[src/rtl/mi4_pkg.sv]
// Package: widths, command/status types and operand tables for the 4x4 inverse.
package mi4_pkg;

    localparam int POS_W  = 4;
    localparam int ELEM_W = 16;
    localparam int PROD_W = 32;
    localparam int TRIP_W = 48;
    localparam int COF_W  = 49;
    localparam int DET_W  = 67;
    localparam int DMAG_W = 66;
    localparam int QB     = 16;
    localparam int N_ELEM = 16;

    localparam logic [POS_W-1:0] POS_LAST = 4'd15;

    // sequencer limits
    localparam logic [2:0] TERM_LAST    = 3'd5;
    localparam logic [4:0] COF_PH_LAST  = 5'd4;
    localparam logic [4:0] DET_PH_LAST  = 5'd3;
    localparam logic [4:0] DIV_PH_INIT  = 5'd1;
    localparam logic [4:0] DIV_PH_LAST  = 5'd18;
    localparam logic [4:0] SING_PH_LAST = 5'd1;
    localparam logic [1:0] DET_K_LAST   = 2'd3;

    typedef enum logic [2:0] {
        OP_NONE = 3'd0,
        OP_LOAD = 3'd1,
        OP_COF  = 3'd2,
        OP_DET  = 3'd3,
        OP_CHK  = 3'd4,
        OP_DIV  = 3'd5,
        OP_SING = 3'd6,
        OP_PUT  = 3'd7
    } t_op;

    typedef struct packed {
        t_op        op;
        logic [3:0] k;
        logic [2:0] t;
        logic [4:0] ph;
    } t_cmd;

    typedef struct packed {
        logic out_busy;
        logic det_zero;
        logic singular;
    } t_stat;

    // 3x3 minor elements (row-major 0..8) of each expansion term
    localparam logic [3:0] TERM_E [6][3] = '{
        '{4'd0, 4'd4, 4'd8}, '{4'd0, 4'd5, 4'd7}, '{4'd1, 4'd3, 4'd8},
        '{4'd1, 4'd5, 4'd6}, '{4'd2, 4'd3, 4'd7}, '{4'd2, 4'd4, 4'd6}
    };
    localparam logic [5:0] TERM_NEG = 6'b100110;

    localparam logic [1:0] E_ROW [9] = '{2'd0, 2'd0, 2'd0, 2'd1, 2'd1, 2'd1, 2'd2, 2'd2, 2'd2};
    localparam logic [1:0] E_COL [9] = '{2'd0, 2'd1, 2'd2, 2'd0, 2'd1, 2'd2, 2'd0, 2'd1, 2'd2};

    function automatic logic [1:0] f_skip(input logic [1:0] n, input logic [1:0] x);
        return (x < n) ? x : x + 2'd1;
    endfunction

    // cofactor k = i*4+j uses the minor without row j and column i
    function automatic logic [3:0] f_elem_addr(input logic [3:0] k, input logic [3:0] e);
        logic [1:0] row;
        logic [1:0] col;
        row = f_skip(k[1:0], E_ROW[e]);
        col = f_skip(k[3:2], E_COL[e]);
        return {row, col};
    endfunction

endpackage

[src/rtl/mi4_ctrl.sv]
// Sequencer for load, cofactor, determinant, division and result phases.
module mi4_ctrl (
    input  logic                  i_clk,
    input  logic                  i_rst_n,
    input  logic                  i_in_valid,
    input  logic [3:0]            i_in_pos,
    output logic                  o_in_ready,
    input  mi4_pkg::t_stat        i_stat,
    output mi4_pkg::t_cmd         o_cmd
);
    import mi4_pkg::*;

    typedef enum logic [6:0] {
        S_LOAD = 7'b0000001,
        S_COF  = 7'b0000010,
        S_DET  = 7'b0000100,
        S_CHK  = 7'b0001000,
        S_DIV  = 7'b0010000,
        S_SING = 7'b0100000,
        S_PUT  = 7'b1000000
    } t_state;

    t_state     r_state, n_state;
    logic [3:0] r_k, n_k;
    logic [2:0] r_t, n_t;
    logic [4:0] r_ph, n_ph;
    logic       w_acc;

    assign o_in_ready = (r_state == S_LOAD);
    assign w_acc      = i_in_valid && o_in_ready;

    always_comb begin
        n_state = r_state;
        n_k     = r_k;
        n_t     = r_t;
        n_ph    = r_ph;
        o_cmd.k  = r_k;
        o_cmd.t  = r_t;
        o_cmd.ph = r_ph;
        o_cmd.op = OP_NONE;
        case (r_state)
            S_LOAD: begin
                if (w_acc) begin
                    o_cmd.op = OP_LOAD;
                    if (i_in_pos == POS_LAST) begin
                        n_state = S_COF;
                        n_k     = '0;
                        n_t     = '0;
                        n_ph    = '0;
                    end
                end
            end
            S_COF: begin
                o_cmd.op = OP_COF;
                if (r_ph == COF_PH_LAST) begin
                    n_ph = '0;
                    if (r_t == TERM_LAST) begin
                        n_t = '0;
                        n_k = r_k + 4'd1;
                        if (r_k == POS_LAST) n_state = S_DET;
                    end else begin
                        n_t = r_t + 3'd1;
                    end
                end else begin
                    n_ph = r_ph + 5'd1;
                end
            end
            S_DET: begin
                o_cmd.op = OP_DET;
                if (r_ph == DET_PH_LAST) begin
                    n_ph = '0;
                    n_k  = r_k + 4'd1;
                    if (r_k[1:0] == DET_K_LAST) begin
                        n_k     = '0;
                        n_state = S_CHK;
                    end
                end else begin
                    n_ph = r_ph + 5'd1;
                end
            end
            S_CHK: begin
                o_cmd.op = OP_CHK;
                n_ph     = '0;
                n_k      = '0;
                n_state  = i_stat.det_zero ? S_SING : S_DIV;
            end
            S_DIV: begin
                o_cmd.op = OP_DIV;
                if (r_ph == DIV_PH_LAST) begin
                    n_ph    = '0;
                    n_state = S_PUT;
                end else begin
                    n_ph = r_ph + 5'd1;
                end
            end
            S_SING: begin
                o_cmd.op = OP_SING;
                if (r_ph == SING_PH_LAST) begin
                    n_ph    = '0;
                    n_state = S_PUT;
                end else begin
                    n_ph = r_ph + 5'd1;
                end
            end
            S_PUT: begin
                if (!i_stat.out_busy) begin
                    o_cmd.op = OP_PUT;
                    n_k      = r_k + 4'd1;
                    if (r_k == POS_LAST) n_state = S_LOAD;
                    else n_state = i_stat.singular ? S_SING : S_DIV;
                end
            end
            default: begin
                n_state = S_LOAD;
            end
        endcase
    end

    always_ff @(posedge i_clk) begin
        if (!i_rst_n) begin
            r_state <= S_LOAD;
            r_k     <= '0;
            r_t     <= '0;
            r_ph    <= '0;
        end else begin
            r_state <= n_state;
            r_k     <= n_k;
            r_t     <= n_t;
            r_ph    <= n_ph;
        end
    end

`ifndef ASSERT_OFF
    a_start: assert property (@(posedge i_clk) disable iff (!i_rst_n)
        (w_acc && i_in_pos == POS_LAST) |=> (r_state == S_COF && r_k == 4'd0))
        else $error("inversion did not start on last element");
    a_chk: assert property (@(posedge i_clk) disable iff (!i_rst_n)
        (r_state == S_CHK) |=> ((r_state == S_SING) == $past(i_stat.det_zero)))
        else $error("singular path mismatch");
    a_put: assert property (@(posedge i_clk) disable iff (!i_rst_n)
        (r_state == S_PUT && i_stat.out_busy) |=> (r_state == S_PUT && $stable(r_k)))
        else $error("result dropped while output busy");
`endif

endmodule

[config.mk]
export PLATFORM = sky130hd
export DESIGN_NAME = mi4_ctrl
export DESIGN_NICKNAME = d
export VERILOG_FILES = /design/src/rtl/mi4_pkg.sv /design/src/rtl/mi4_ctrl.sv
export SDC_FILE = /design/constraint.sdc
export NUM_CORES = 1
export LEC_CHECK = 0
export ABC_AREA = 1
export BUFFER_PORTS_ARGS = -buffer_cell sky130_fd_sc_hd__buf_2
export CAP_MARGIN = 30
export CORE_ASPECT_RATIO = 0.5
export CORE_MARGIN = 2
export CORE_UTILIZATION = 45
export CTS_BUF_LIST = sky130_fd_sc_hd__clkbuf_8
export DETAILED_ROUTE_END_ITERATION = 6
export HOLD_SLACK_MARGIN = 0.05
export MAX_ROUTING_LAYER = met4
export PLACE_DENSITY = 0.69
export SYNTH_ARGS = -nofsm -noshare
export SYNTH_HDL_FRONTEND = slang
export SYNTH_SLANG_ARGS = --single-unit
[constraint.sdc]
create_clock -name i_clk -period 1.5 [get_ports i_clk]
set_input_delay 0.075 -clock i_clk [delete_from_list [all_inputs] [get_ports i_clk]]
set_output_delay 0.075 -clock i_clk [all_outputs]
set_load 0.1 [all_outputs]
==> results.toml <==
[yosys]
synthesis.nets = 246
netlist_area_um2 = 1470
synth_edf_count = 0
ys.flop_type = "dfxtp_1"
synth_top_area_share_pct = 25.9
synth_area_leaders = "dfxtp_1 (26%), nand2_1 (13%), nand3_1 (11%)"
synth_warnings = 0
synth.largest_area_cell = "dfxtp_1"
ys_types = 28
postSynthAreaPerCell_um2 = 6.38
synth-seq-cells = 19
async_reset_ff_share_pct = 0
yosysSeqAreaShare_pct = 25.9
syn_inst = 230

[power_and_ir_drop]
p_comb_share_pct = 71.5
seqPwrFrac_pct = 19.1
powerDensity_nw_per_um2 = 1790
intPower_w = 0.00173
ir_worst_vdd_mv = 1.20
switchingPower_w = 0.00220
leakage_nw = 1.03
pwr-share-clk_pct = 9.4
switching_share_pct = 55.9

[timing]
post-route-period-util_pct = 105
setup_slack_ns = -0.0808
tightest_slew_ns = 0.485
layout_min_cycle_time_ns = 1.58
setup_viol = 10
skew_ns = 0.00580
finalHoldViolations = 0
rsz0062_at_grt = "true"
relSlewSlack_pct = 67.9
fmax_ghz = 0.633
drv_slew = 0

[floorplan]
rows = 14
ioPinCount = 26
dieHeight_um = 44.4
core_area_um2 = 3050
initial_core_util_pct = 48.1
die-area_um2 = 3760
fp.dieW_um = 84.7

[critical_path]
arrival_ns = 1.51
path_max_fanout = 4
crit_type = "flop to primary output"
end_kind = "primary output"
worstPathRequired_ns = 1.42
cp-start-kind = "flop"

[place]
portBuffers = 25
gp_congestion = 0.917
dp_hpwl_mm = 3.08
dp_cells = 302
dp_slack_ns = -0.0976

[run_status]
status = "finished, violations left"
violations = "setup timing"

[drt]
drc = 0
final_antenna_net_count = 0
viasPerCell = 5.21
wirelength_mm = 4.32
first_pass_iters = 4
avgRoutedWirePerCell_um = 13.6
drtIter0Drc = 69
vias = 1652

[clock_tree]
cts_inserted_buffers = 3
clkSinkCount = 19
cts_max_level = 1
cts.clk_slew.worst_paths_ns = 0.07
clk_latency_ns = 0.26
ctsHoldBuffers = 0
clockBufferDepth = 2
cts_root_buffer = "clkbuf_8"
cts_tree = "built"

[layout]
fin_nets = 294
stdcell_count = 317
fill_cells = 230
area_growth_pct = 49.7
final_cell_mix = "nand2_1 (43), nand3_1 (22), buf_2 (21), inv_1 (19), nor2_1 (19)"
final_common_cell = "nand2_1"
layout-drive-gt1-share_pct = 50.5
diodes = 0

[global_route]
grt_remaining_overflow = 0
antenna_found_initial = 0
grt_max_degree = 12
grt_pass1_wl_mm = 6.76
grt_pass1_vias = 1461
grt_usage_pct = 23.7

[worst_hold_path]
hp-class = "input port to flop"

[flow_run]
cap_violations = 0
-- cells in the mapped netlist, types with 3 or more instances --
master and n:
nor2_2 9, nor2_1 30, nand4_1 6, a21oi_1 11, ha_1 6, nand2_1 52
dfxtp_1 19, o21ai_0 3, inv_2 6, nand2_2 9, inv_1 23, nand3_2 4
nand3_1 31, nand2_4 4
-- per-layer routing --
| metal | GRT usage [%] | part of all wire (%) |
|---|---|---|
| met5 | - | 0 |
| met2 | 38.0 | 45 |
| met4 | 2.86 | 0.39 |
| met1 | 32.6 | 49 |
| met3 | 4.48 | 5.6 |
-- layout make-up --
cell class | count | area, µm² | area share (%)
Multi-Input combinational cell | 179 | 1170 | 53.4
Sequential cell | 19 | 442 | 20.1
Timing Repair Buffer | 45 | 359 | 16.4
Inverter | 30 | 125 | 5.70
Clock buffer | 3 | 41.3 | 1.88
Tap cell | 40 | 50.0 | 2.28
Clock inverter | 1 | 5.00 | 0.228
-- logic make-up after synthesis --
group	after synthesis	share of synthesized area [%]
compound gates	19	6.91
xor+xnor	3	1.79
fa+ha+maj	6	5.12
buf+inv	32	8.45
flops	19	25.9
simple gates	151	51.8
-- power by group through the flow --
stage	Combinational (W)	Clock, W	Sequential (W)
2_1_floorplan	0.00152	0	0.000965
3_3_place_gp	0.00234	0	0.000712
3_5_place_dp	0.00234	0	0.000717
4_1_cts	0.00259	0.000376	0.000723
5_1_grt	0.00298	0.000397	0.000770
6_report	0.00280	0.000370	0.000750
-- state kept, by name (all words and copies together) (netlist names) --
signal / cells
r_t: 3
r_k: 4
r_ph: 5
r_state: 7
-- path summary, 6_finish.rpt --
path,from,end,slack (ns),cells after the start
worst min-delay path,i_rst_n,r_k[0],0.17,3
worst min register to register,r_t[2],r_t[2],0.48,2
worst max register to register,r_state[1],r_state[3],-0.01,11
worst max-delay path,r_state[2],o_cmd[14],-0.08,7
-- worst max-delay path, stage by stage, from the launching register on --
cell and delay [ns]:
dfxtp_4 0.37, nor2_4 0.14, nand2_4 0.12, buf_12 0.15, nor2_4 0.12, nor2_2 0.08, nand3_2 0.09, buf_12 0.17
-- metrics by stage --
stage               power (W)  util [%]  hold slack (ns)  TNS (ns)  area [µm²]
floorplan             0.00248         -            0.291     -3.11        1570
global placement      0.00305      61.2            0.426    -0.398        1860
detailed placement    0.00305      61.2            0.430    -0.673        1860
CTS                   0.00369      68.0            0.154    -0.358        2070
global route          0.00415      72.0            0.167     -1.51        2190
finish                0.00392      72.0            0.166    -0.250        2190
-- what timing repair did --
action,in CTS,in global routing
setup endpoints to repair,19,23
resized for setup,27,31
setup buffers,8,3
pin swaps,17,17
No activity file was read; power rests on OpenSTA's default activity.
